File: src/rtl/core/psr_pkg.sv
// ----------------------------------------------------------------------------
// psr_pkg
// Shared types and constants of the PSI section reassembler.
// ----------------------------------------------------------------------------
package psr_pkg;

    localparam int LENGTH_BITS = 10;
    localparam int QUEUE_DEPTH = 4;
    localparam int QUEUE_AW    = 2;

    localparam logic [7:0] STUFF_BYTE = 8'hFF;

    localparam logic       KIND_DATA  = 1'b0;
    localparam logic       KIND_ABORT = 1'b1;

    localparam logic [1:0] ROLE_HEADER = 2'd0;
    localparam logic [1:0] ROLE_BODY   = 2'd1;
    localparam logic [1:0] ROLE_CRC    = 2'd2;

    // One classified transaction handed from the front part to the back part.
    typedef struct packed {
        logic       kind;
        logic [7:0] data;
        logic [1:0] role;
        logic [9:0] offset;
        logic       last;
    } psr_result_t;

endpackage

File: src/rtl/core/psr_front.sv
// ----------------------------------------------------------------------------
// psr_front
// Tracks sync, pointer field and section header; classifies each section data byte.
// ----------------------------------------------------------------------------
module psr_front (
    input  logic                clk,
    input  logic                rst_n,
    input  logic [7:0]          payload_byte,
    input  logic                packet_start,
    input  logic                unit_start,
    input  logic [3:0]          cont_counter,
    input  logic                take,
    output logic                res_valid,
    output psr_pkg::psr_result_t res
);
    import psr_pkg::*;

    typedef enum logic [2:0] {
        PH_AWAIT = 3'd0,
        PH_HI    = 3'd1,
        PH_LO    = 3'd2,
        PH_DATA  = 3'd3,
        PH_STUFF = 3'd4
    } phase_t;

    logic                   sync_reg, sync_next;
    logic [3:0]             exp_reg, exp_next;
    phase_t                 phase_reg, phase_next;
    logic [LENGTH_BITS-1:0] len_reg, len_next;
    logic [LENGTH_BITS-1:0] left_reg, left_next;
    logic [7:0]             ptr_reg, ptr_next;
    logic                   pend_reg, pend_next;

    logic                   go;
    logic                   emit;
    logic [LENGTH_BITS-1:0] off;
    logic [LENGTH_BITS-1:0] new_len;
    logic [1:0]             role;

    always_comb
    begin
        off     = len_reg - left_reg;
        new_len = len_reg | LENGTH_BITS'(payload_byte);
        if (off < LENGTH_BITS'(5))
            role = ROLE_HEADER;
        else if (len_reg >= LENGTH_BITS'(4) && off >= len_reg - LENGTH_BITS'(4))
            role = ROLE_CRC;
        else
            role = ROLE_BODY;
    end

    always_comb
    begin
        sync_next  = sync_reg;
        exp_next   = exp_reg;
        phase_next = phase_reg;
        len_next   = len_reg;
        left_next  = left_reg;
        ptr_next   = ptr_reg;
        pend_next  = pend_reg;
        res_valid  = 1'b0;
        res        = '0;
        emit       = 1'b0;
        go         = 1'b0;
        if (take) begin
            if (packet_start && unit_start) begin
                sync_next = 1'b1;
                exp_next  = cont_counter + 4'd1;
                ptr_next  = payload_byte;
                if (!pend_reg)
                    phase_next = PH_AWAIT;
            end else if (packet_start && sync_reg) begin
                if (cont_counter != exp_reg) begin
                    sync_next  = 1'b0;
                    phase_next = PH_AWAIT;
                    len_next   = '0;
                    left_next  = '0;
                    ptr_next   = '0;
                    pend_next  = 1'b0;
                    if (pend_reg) begin
                        res_valid = 1'b1;
                        res.kind  = KIND_ABORT;
                    end
                end else begin
                    exp_next = cont_counter + 4'd1;
                    go       = 1'b1;
                end
            end else if (!packet_start && sync_reg) begin
                go = 1'b1;
            end
        end
        if (go) begin
            // stuffing ends at the packet boundary
            if (packet_start && phase_reg == PH_STUFF)
                phase_next = PH_AWAIT;
            if (ptr_reg != 8'd0) begin
                ptr_next = ptr_reg - 8'd1;
                emit     = pend_reg && left_reg != '0;
            end else begin
                case (phase_next)
                    PH_AWAIT: phase_next = (payload_byte == STUFF_BYTE) ? PH_STUFF : PH_HI;
                    PH_HI:
                    begin
                        len_next   = LENGTH_BITS'({payload_byte, 8'd0});
                        phase_next = PH_LO;
                    end
                    PH_LO:
                    begin
                        len_next = new_len;
                        if (new_len == '0)
                            phase_next = PH_AWAIT;
                        else begin
                            left_next  = new_len;
                            pend_next  = 1'b1;
                            phase_next = PH_DATA;
                        end
                    end
                    PH_DATA:
                    begin
                        if (pend_reg && left_reg != '0)
                            emit = 1'b1;
                        else
                            phase_next = PH_AWAIT;
                    end
                    PH_STUFF: phase_next = PH_STUFF;
                    default:  phase_next = PH_AWAIT;
                endcase
            end
        end
        if (emit) begin
            res_valid  = 1'b1;
            res.kind   = KIND_DATA;
            res.data   = payload_byte;
            res.role   = role;
            res.offset = 10'(off);
            res.last   = (left_reg == LENGTH_BITS'(1));
            left_next  = left_reg - LENGTH_BITS'(1);
            if (left_reg == LENGTH_BITS'(1)) begin
                pend_next  = 1'b0;
                phase_next = PH_AWAIT;
            end
        end
    end

    always_ff @(posedge clk or negedge rst_n)
    begin
        if (!rst_n) begin
            sync_reg  <= 1'b0;
            exp_reg   <= '0;
            phase_reg <= PH_AWAIT;
            len_reg   <= '0;
            left_reg  <= '0;
            ptr_reg   <= '0;
            pend_reg  <= 1'b0;
        end else begin
            sync_reg  <= sync_next;
            exp_reg   <= exp_next;
            phase_reg <= phase_next;
            len_reg   <= len_next;
            left_reg  <= left_next;
            ptr_reg   <= ptr_next;
            pend_reg  <= pend_next;
        end
    end

endmodule

File: src/rtl/core/psr_queue.sv
// ----------------------------------------------------------------------------
// psr_queue
// Small FIFO of classified results between the front and back parts.
// ----------------------------------------------------------------------------
module psr_queue (
    input  logic                 clk,
    input  logic                 rst_n,
    input  logic                 wr_en,
    input  psr_pkg::psr_result_t wr_data,
    output logic                 full,
    output logic                 rd_valid,
    input  logic                 rd_en,
    output psr_pkg::psr_result_t rd_data
);
    import psr_pkg::*;

    psr_result_t         mem_reg [QUEUE_DEPTH];
    logic [QUEUE_AW-1:0] wp_reg, rp_reg;
    logic [QUEUE_AW:0]   cnt_reg;

    assign full     = (cnt_reg == (QUEUE_AW+1)'(QUEUE_DEPTH));
    assign rd_valid = (cnt_reg != '0);
    assign rd_data  = mem_reg[rp_reg];

    always_ff @(posedge clk)
    begin
        if (wr_en)
            mem_reg[wp_reg] <= wr_data;
    end

    always_ff @(posedge clk or negedge rst_n)
    begin
        if (!rst_n) begin
            wp_reg  <= '0;
            rp_reg  <= '0;
            cnt_reg <= '0;
        end else begin
            if (wr_en)
                wp_reg <= wp_reg + QUEUE_AW'(1);
            if (rd_en)
                rp_reg <= rp_reg + QUEUE_AW'(1);
            cnt_reg <= cnt_reg + (QUEUE_AW+1)'(wr_en) - (QUEUE_AW+1)'(rd_en);
        end
    end

endmodule

File: src/rtl/core/psr_back.sv
// ----------------------------------------------------------------------------
// psr_back
// Output register stage: presents queued results on the output channel.
// ----------------------------------------------------------------------------
module psr_back (
    input  logic                 clk,
    input  logic                 rst_n,
    input  logic                 q_valid,
    input  psr_pkg::psr_result_t q_data,
    output logic                 q_pop,
    output logic                 out_valid,
    input  logic                 out_stall,
    output psr_pkg::psr_result_t out_data
);
    import psr_pkg::*;

    logic        valid_reg;
    psr_result_t data_reg;

    // refill when empty or when the held transaction leaves
    assign q_pop     = q_valid && (!valid_reg || !out_stall);
    assign out_valid = valid_reg;
    assign out_data  = data_reg;

    always_ff @(posedge clk or negedge rst_n)
    begin
        if (!rst_n)
            valid_reg <= 1'b0;
        else if (!valid_reg || !out_stall)
            valid_reg <= q_valid;
    end

    always_ff @(posedge clk)
    begin
        if (q_pop)
            data_reg <= q_data;
    end

endmodule

File: src/rtl/core/psi_section_reassembler.sv
// ----------------------------------------------------------------------------
// psi_section_reassembler
// Reassembles PSI sections from transport stream payload bytes.
// ----------------------------------------------------------------------------
// Channel  Direction  Handshake           Payload
// in       input      in_valid/in_stall   payload_byte packet_start unit_start
//                                         cont_counter
// out      output     out_valid/out_stall kind section_byte byte_role
//                                         byte_offset last_of_section
// One byte is taken per cycle while in_stall is low; the front updates its parse state in that cycle.
// A result is written to the queue at the edge that takes its byte and reaches the
// output through the output register.
// in_stall rises only when the four-entry result queue is full.
// Reset clears sync, parse state, queue and output register.
// ----------------------------------------------------------------------------
module psi_section_reassembler (
    input  logic       clk,
    input  logic       rst_n,
    input  logic       in_valid,
    output logic       in_stall,
    input  logic [7:0] payload_byte,
    input  logic       packet_start,
    input  logic       unit_start,
    input  logic [3:0] cont_counter,
    output logic       out_valid,
    input  logic       out_stall,
    output logic       kind,
    output logic [7:0] section_byte,
    output logic [1:0] byte_role,
    output logic [9:0] byte_offset,
    output logic       last_of_section
);
    import psr_pkg::*;

    logic        take, q_full, f_valid, q_valid, q_pop;
    psr_result_t f_res, q_data, o_data;

    assign in_stall = q_full;
    assign take     = in_valid && !q_full;

    psr_front u_front (
        .clk          (clk),
        .rst_n        (rst_n),
        .payload_byte (payload_byte),
        .packet_start (packet_start),
        .unit_start   (unit_start),
        .cont_counter (cont_counter),
        .take         (take),
        .res_valid    (f_valid),
        .res          (f_res)
    );

    psr_queue u_queue (
        .clk      (clk),
        .rst_n    (rst_n),
        .wr_en    (f_valid),
        .wr_data  (f_res),
        .full     (q_full),
        .rd_valid (q_valid),
        .rd_en    (q_pop),
        .rd_data  (q_data)
    );

    psr_back u_back (
        .clk       (clk),
        .rst_n     (rst_n),
        .q_valid   (q_valid),
        .q_data    (q_data),
        .q_pop     (q_pop),
        .out_valid (out_valid),
        .out_stall (out_stall),
        .out_data  (o_data)
    );

    assign kind            = o_data.kind;
    assign section_byte    = o_data.data;
    assign byte_role       = o_data.role;
    assign byte_offset     = o_data.offset;
    assign last_of_section = o_data.last;

endmodule
File: config.mk
export PLATFORM = sky130hd
export DESIGN_NAME = psi_section_reassembler
export DESIGN_NICKNAME = d
export VERILOG_FILES = /design/src/rtl/core/psr_pkg.sv /design/src/rtl/core/psr_front.sv /design/src/rtl/core/psr_queue.sv /design/src/rtl/core/psr_back.sv /design/src/rtl/core/psi_section_reassembler.sv
export SDC_FILE = /design/constraint.sdc
export NUM_CORES = 1
export LEC_CHECK = 0
export BUFFER_PORTS_ARGS = -buffer_cell sky130_fd_sc_hd__buf_2
export CORE_AREA = 4 4 121 123
export CTS_BUF_LIST = sky130_fd_sc_hd__clkbuf_16
export CTS_CLUSTER_SIZE = 20
export DETAILED_ROUTE_END_ITERATION = 10
export DIE_AREA = 0 0 125 127
export PLACE_DENSITY = 0.78
export SYNTH_ARGS = -nofsm -noshare
export SYNTH_HDL_FRONTEND = slang
export SYNTH_SLANG_ARGS = --single-unit
File: constraint.sdc
create_clock -name clk -period 4.4 [get_ports clk]
set_clock_uncertainty 0.2 [all_clocks]
set_input_delay 0.22 -clock clk [delete_from_list [all_inputs] [get_ports clk]]
set_output_delay 0.22 -clock clk [all_outputs]
set_load 0.005 [all_outputs]
==> metrics, run 1 <==
Die Wd=125 µm; R2R Path Start=u_front.left_reg[0]$_DFF_PN0_; Yosys cell types=59; largest family of logic cells by synthesized area=simple AND/OR/NAND/NOR gates; routed wire length=16500 µm; crit path capture type=flip-flop; RSZ-0062 raised after global routing=no; fill cell count=1022; total congestion overflow=0; storage element area=4430 µm²; Clk Latency, worst-skew pair=0.43 ns; Synth Area in Compound Gates=8.53%; clk root buf=clkbuf_16; post-synthesis mux area share=7.33%; Max clock buf depth=2; Final Slew Violations=0; Synth Area in Adders=5.98%; critical path startpoint=u_front.left_reg[0]$_DFF_PN0_; post-route ant nets=0; share of cells above drive strength 1=17.7%; leakage power=3.56 nW; post-synthesis xor/xnor area fraction=2.62%; Fmax=276 MHz; All-Layer GR Usage=21.8%; critical path arrival=3.62 ns; max-cap violations=0; worst hold path class=input pin to flip-flop; pwr dens=733 nW/µm²; Worst Hold Launch=packet_start; worst rel slew slack=27.9%; post-DP HPWL=10800 µm; die footprint=15900 µm²; # diodes=0; initial antenna violation count=0; H-tree depth=4; Simple-Gate Fraction of Synth Area=13.1%; Final Setup Violations=0; Most used DFF post-synth=edfxtp_1; port bufs=41; TNS Setup=0 ns; asr flop ratio synth=29.0%; Final WS setup=0.776 ns; Setup CP Type=flip-flop to flip-flop; Residual DRC=0; # rows=43; Initial Utilization=53.9%; worst-path fanout max=7; DR iter-0 viols=437; CP peak stage delay=0.46 ns; Post-synth EDFFs=110; min cycle time layout=3.62 ns; run status=completed; RePlAce Congestion=0.880; CTS clock-pin slew for the worst setup and hold paths=0.06 ns; synthesis-stage register bit count=155; vias in the first global route=5056; Syn Std Cell Area=7360 µm²; CTS Buf Count=17; crit path launch type=flip-flop; most frequent cells in the layout=edfxtp_1 (110), nor2_1 (48), dfrtp_1 (45); Die Height=127 µm; Hold Fails Final Rpt=0; core outline area=13700 µm²; largest net degree at the start of global routing=46; first-pass GRT wire length=26900 µm; post-cts sizing count=0; TritonCTS sink count=155; syn avg cell area=13.2 µm²; I/O Pins=42; Synth Net Count=610; max reg flops=88; part of the cycle the worst path needs=82.4%; Yosys warnings=0; Cells after Synth=558; register area share after synthesis=60.2%; slowest stage cell, crit path=dfrtp_1; synthesis-to-finish area growth=16.8%; CTS tree=done; dpl ws=0.831 ns; DR vias=4941; commonest non-fill, non-tap cell in the layout=edfxtp_1; Crit path required time=4.39 ns; Multi-input gate area=2770 µm²; cells along the critical path=ha_1, fa_1, nand2b_1, a21oi_1, o31a_1, or3_1, inv_1, ha_1, or3_1, o221ai_1, a21oi_1, o31ai_1, nor3b_1; wire per inst=20.0 µm; nets@finish=682; routed via count divided by cell count=6.00; drt pass-1 iters=6; peak supply drop=0.000391 V; Worst Tran Pin Value=1.08 ns
[area by class of cell]
type	instances	area share, %
Tap cell	180	2.62
Timing Repair Buffer	66	5.04
Clock inverter	15	2.31
Sequential cell	155	51.5
Inverter	30	1.31
Multi-Input combinational cell	360	32.2
Clock buffer	17	4.95
[cell families after synthesis]
logic type / Yosys count
AO/OA/AOI/OAI: 97
AND/OR/NAND/NOR: 181
multiplexers: 26
buffers and inverters: 43
adder cells (fa/ha/maj): 34
XOR/XNOR: 22
flip-flops: 155
[synth_stat cells (all sizes together), types with 10 or more instances]
master / instances / share of area, %
xnor2: 15 / 1.8
nor3: 14 / 0.95
mux4: 22 / 6.7
or3: 10 / 0.92
a21oi: 29 / 2.0
o21ai: 23 / 1.6
nand3: 18 / 1.2
dfrtp: 45 / 15
nand2: 27 / 1.4
ha: 32 / 5.4
and2: 21 / 1.8
nor2: 48 / 2.4
edfxtp: 110 / 45
inv: 30 / 1.5
[worst max-delay path: cells and delay by family (launching register included)]
| family | cells | cell delay, ns |
|---|---|---|
| AO/OA/AOI/OAI | 5 | 0.70 |
| adder cells (fa/ha/maj) | 3 | 0.86 |
| buffers and inverters | 1 | 0.06 |
| flip-flops | 1 | 0.46 |
| AND/OR/NAND/NOR | 4 | 1.10 |
[per-layer routing]
| layer | global-route usage, % | part of all wire, % | up-vias |
|---|---|---|---|
| met1 | 27.8 | 42 | 2455 |
| met3 | 5.39 | 5.7 | 29 |
| met2 | 37.3 | 51 | 203 |
| met5 | 0 | 0 | - |
| met4 | 6.63 | 1.8 | 0 |
| li1 | - | - | 2254 |
[per-stage QoR]
| step | std cells | util, % | area, µm² | total power (W) | hold slack, ns |
|---|---|---|---|---|---|
| after detailed placement | 775 | 57.2 | 7810 | 0.00473 | 0.253 |
| final | 823 | 62.9 | 8600 | 0.00630 | 0.149 |
| after global placement | 775 | 57.2 | 7810 | 0.00464 | 0.241 |
| after global routing | 823 | 62.9 | 8600 | 0.00676 | 0.209 |
| after floorplan | 558 | - | 7360 | 0.00405 | -0.276 |
| after CTS | 823 | 62.9 | 8600 | 0.00631 | 0.0960 |
[power breakdown]
group          leakage [nW]  switching [W]  internal [W]
clock                 0.308       0.000597      0.000950
combinational          1.50        0.00144       0.00121
sequential             1.75       0.000261       0.00183
[what timing repair did]
item | CTS | global route
hold endpoints to repair | 64 | 0
setup buffers | 0 | 0
setup endpoints to repair | 0 | 0
hold buffers | 16 | 0
[final timing paths]
check                                              endpoint  slack [ns]  cells past startpoint
max reg2reg                u_queue.mem_reg[2][11]$_DFFE_PP_        0.78                     13
max in group asynchronous     u_queue.rp_reg[0]$_DFFE_PN0P_        3.03                      2
min                          u_front.phase_reg[2]$_DFF_PN0_        0.15                      6
min in group asynchronous    u_front.exp_reg[2]$_DFFE_PN0P_        0.31                      2
max                        u_queue.mem_reg[2][11]$_DFFE_PP_        0.78                     13
min reg2reg                    u_back.out_valid$_DFFE_PN0N_        0.32                      2
Note: power is estimated with default switching activity, not from simulation.
==> run 2, diff against run 1 <==
- ABC_AREA: default -> 1
- CORE_AREA: 4 4 121 123 -> 4 4 125 127
- DIE_AREA: 0 0 125 127 -> 0 0 129 131
- clock period: 4.4 -> 3.6 ns (I/O delays scaled with it)
==> metrics, run 2 <==
worst hold path class=input pin to flip-flop; post-DP HPWL=11000 µm (+2.2%); crit path launch type=flip-flop; cells along the critical path=ha_1, fa_1, o21ai_0, nand4_1, nand3_1, xor2_1, inv_1, ha_1, nand2_1, o21bai_1, nand2_1, nand2_1, inv_1, nor2_1; max reg flops=88 (unchanged); RSZ-0062 raised after global routing=no; cell taking the most area after synthesis=edfxtp_1; Post-synth EDFFs=110 (unchanged); die footprint=16900 µm² (+6.5%); Clk pwr share=29.5% (+4.9 points); Fmax=308 MHz (+12%); most frequent cell after synthesis=nor2_1; wire per inst=15.4 µm (-23%); worst-path fanout max=7 (unchanged); Syn Std Cell Area=7830 µm² (+6.4%); TNS Setup=0 ns (unchanged); Die Wd=129 µm (+3.2%); clk root buf=clkbuf_16; Worst Tran Pin Value=1.03 ns (-0.0474 ns); dominant cells by area after synthesis=edfxtp_1 (42%), dfrtp_1 (14%), nor2_1 (5.8%); CTS tree=done; post-route ant nets=0 (unchanged); synthesis-stage register bit count=155 (unchanged); pwr dens=702 nW/µm² (-4.3%); Yosys cell types=39 (-34%); DR iter-0 viols=612 (+40%); syn avg cell area=9.86 µm² (-25%); post-synth top area share=42.2% (-2.7 points); first-pass GRT wire length=27000 µm (+0.28%); P_int=0.00423 W (+5.7%); Synth Net Count=846 (+39%); H-tree depth=4 (unchanged); fill cell count=1157 (+13%); Yosys warnings=0 (unchanged); CP bufs+invs=2 (+1); total congestion overflow=0 (unchanged); CP most frequent cell=nand2_1; core outline area=14400 µm² (+5.5%); Clk Latency, worst-skew pair=0.42 ns (about the same); part of the cycle the worst path needs=90.1% (+7.7 points); P_sw=0.00210 W (-8.6%); nets@finish=909 (+33%); peak supply drop=0.000347 V (-11%); Cells after Synth=794 (+42%); Crit path required time=3.65 ns (-0.74 ns); leakage power=4.11 nW (+16%); utilization of the core after routing=62.5% (-0.36 points); Final Setup Violations=0 (unchanged); synthesis-to-finish area growth=15.2%; routed wire length=16200 µm (-1.8%); run status=completed; worst rel slew slack=31.0% (+3.2 points); switching share of power=33.2% (-3.3 points); Die Height=131 µm (+3.1%); asr flop ratio synth=29.0% (unchanged); routed via count divided by cell count=5.41 (-9.9%); Initial Utilization=54.3% (+0.41 points); # rows=44 (+2.3%); share of cells above drive strength 1=13.1% (-4.6 points); TritonCTS sink count=155 (unchanged); Final Slew Violations=0 (unchanged); register area share after synthesis=56.6% (-3.6 points); I/O Pins=42 (unchanged); largest delay contributor family on the critical path=adder cells; # diodes=0 (unchanged); drt pass-1 iters=5 (-1); largest net degree at the start of global routing=46 (unchanged); Max clock buf depth=2 (unchanged); initial antenna violation count=0 (unchanged); DR vias=5703 (+15%); All-Layer GR Usage=20.4% (-1.4 points); Final WS setup=0.357 ns (-0.419 ns); CTS clock-pin slew for the worst setup and hold paths=0.06 ns (about the same); Hold Fails Final Rpt=0 (unchanged); CP peak stage delay=0.46 ns (about the same); slowest stage cell, crit path=dfrtp_1; Comb pwr share=33.1% (-9.1 points); Residual DRC=0 (unchanged); commonest non-fill, non-tap cell in the layout=inv_1; crit path capture type=flip-flop; min cycle time layout=3.24 ns (-0.381 ns); port bufs=41 (unchanged); Flop pwr share=37.4% (+4.1 points); most frequent cells in the layout=inv_1 (117), nor2_1 (116), edfxtp_1 (110); vias in the first global route=5588 (+11%); Most used DFF post-synth=edfxtp_1; post-cts sizing count=0 (unchanged); CTS Buf Count=17 (unchanged); Setup CP Type=flip-flop to flip-flop; commonest cells in the netlist=nor2_1 (120), inv_1 (112), edfxtp_1 (110); dpl ws=0.411 ns (-0.419 ns); max-cap violations=0 (unchanged); critical path arrival=3.29 ns (-0.33 ns); RePlAce Congestion=0.882 (+0.30%)
run 2: cell count changes after synthesis, sizes merged, moves of 11 or more:
| cell | before | now |
|---|---|---|
| inv | 30 | 118 |
| and2 | 21 | 0 |
| xnor2 | 15 | 4 |
| o21ai | 23 | 70 |
| o22ai | 0 | 32 |
| nand3 | 18 | 44 |
| nand2 | 27 | 90 |
| nor2 | 48 | 124 |
| xor2 | 7 | 29 |
| mux4 | 22 | 0 |
run 2: final timing paths:
| kind | from | endpoint | slack, ns | cells past startpoint |
|---|---|---|---|---|
| setup reg to reg | u_front.left_reg[0]$_DFF_PN0_ | u_queue.mem_reg[3][11]$_DFFE_PP_ | 0.36 | 14 |
| hold reg to reg | u_back.out_valid$_DFFE_PN0N_ | u_back.out_valid$_DFFE_PN0N_ | 0.29 | 2 |
| min in group asynchronous | rst_n | u_front.exp_reg[2]$_DFFE_PN0P_ | 0.29 | 2 |
| hold / removal | in_valid | u_front.ptr_reg[7]$_DFF_PN0_ | 0.16 | 6 |
| max in group asynchronous | rst_n | u_front.left_reg[0]$_DFF_PN0_ | 2.28 | 2 |
| setup / recovery | u_front.left_reg[0]$_DFF_PN0_ | u_queue.mem_reg[3][11]$_DFFE_PP_ | 0.36 | 14 |
run 2: per-stage QoR:
step / instance area, µm² / cells / total power [W] / hold WS, ns
after floorplan: 7830 / 794 / 0.00388 / -0.316
after global placement: 8260 / 1008 / 0.00437 / 0.217
after detailed placement: 8260 / 1008 / 0.00446 / 0.218
after CTS: 9020 / 1054 / 0.00636 / 0.141
after global routing: 9020 / 1054 / 0.00677 / 0.205
final: 9020 / 1054 / 0.00633 / 0.158
run 2: kinds of logic (layout without fill, tap and decap cells):
| logic type | after synthesis | in the layout | synth area share [%] |
|---|---|---|---|
| XOR/XNOR | 33 | 33 | 3.69 |
| flip-flops | 155 | 155 | 56.6 |
| adder cells (fa/ha/maj) | 34 | 34 | 5.63 |
| AO/OA/AOI/OAI | 138 | 138 | 10.1 |
| buffers and inverters | 141 | 217 | 7.05 |
| AND/OR/NAND/NOR | 293 | 293 | 16.9 |
run 2: layer usage:
layer  global-route usage (%)  vias to the layer above  part of all wire, %
li1                         -                     2818                    -
met1                     26.7                     2670                   44
met2                     34.1                      189                   48
met3                     4.31                       26                  6.1
met4                     6.61                        0                  1.7
met5                        0                        -                    0
run 2: layout make-up:
| class | instances | area [µm²] | area share, % |
|---|---|---|---|
| multi-input combinational | 498 | 2860 | 31.7 |
| sequential | 155 | 4430 | 49.1 |
| clock buffer | 17 | 425 | 4.72 |
| tap | 184 | 230 | 2.55 |
| inverter | 120 | 450 | 4.99 |
| clock inverter | 15 | 195 | 2.16 |
| timing repair buffer | 65 | 433 | 4.80 |
run 2: timing repair:
| item | 4_1_cts | 5_1_grt |
|---|---|---|
| setup buffers | 0 | 0 |
| hold buffers | 14 | 0 |
| hold endpoints to repair | 59 | 0 |
run 2: power groups by stage:
stage / clock (W) / sequential, W / combinational (W)
2_1_floorplan: 0 / 0.00241 / 0.00147
3_3_place_gp: 0 / 0.00239 / 0.00198
3_5_place_dp: 0 / 0.00240 / 0.00206
4_1_cts: 0.00188 / 0.00237 / 0.00210
5_1_grt: 0.00198 / 0.00240 / 0.00239
6_report: 0.00187 / 0.00237 / 0.00210
run 2: worst register-to-register path, delay by kind of cell, from the launching register on:
kind	cells	cell delay [ns]
adders and majority gates	3	0.98
and+or+nand+nor	6	0.60
xor gates and xnor gates	1	0.28
AOI/OAI and AO/OA	2	0.42
buffers and inverters	2	0.14
DFF	1	0.46
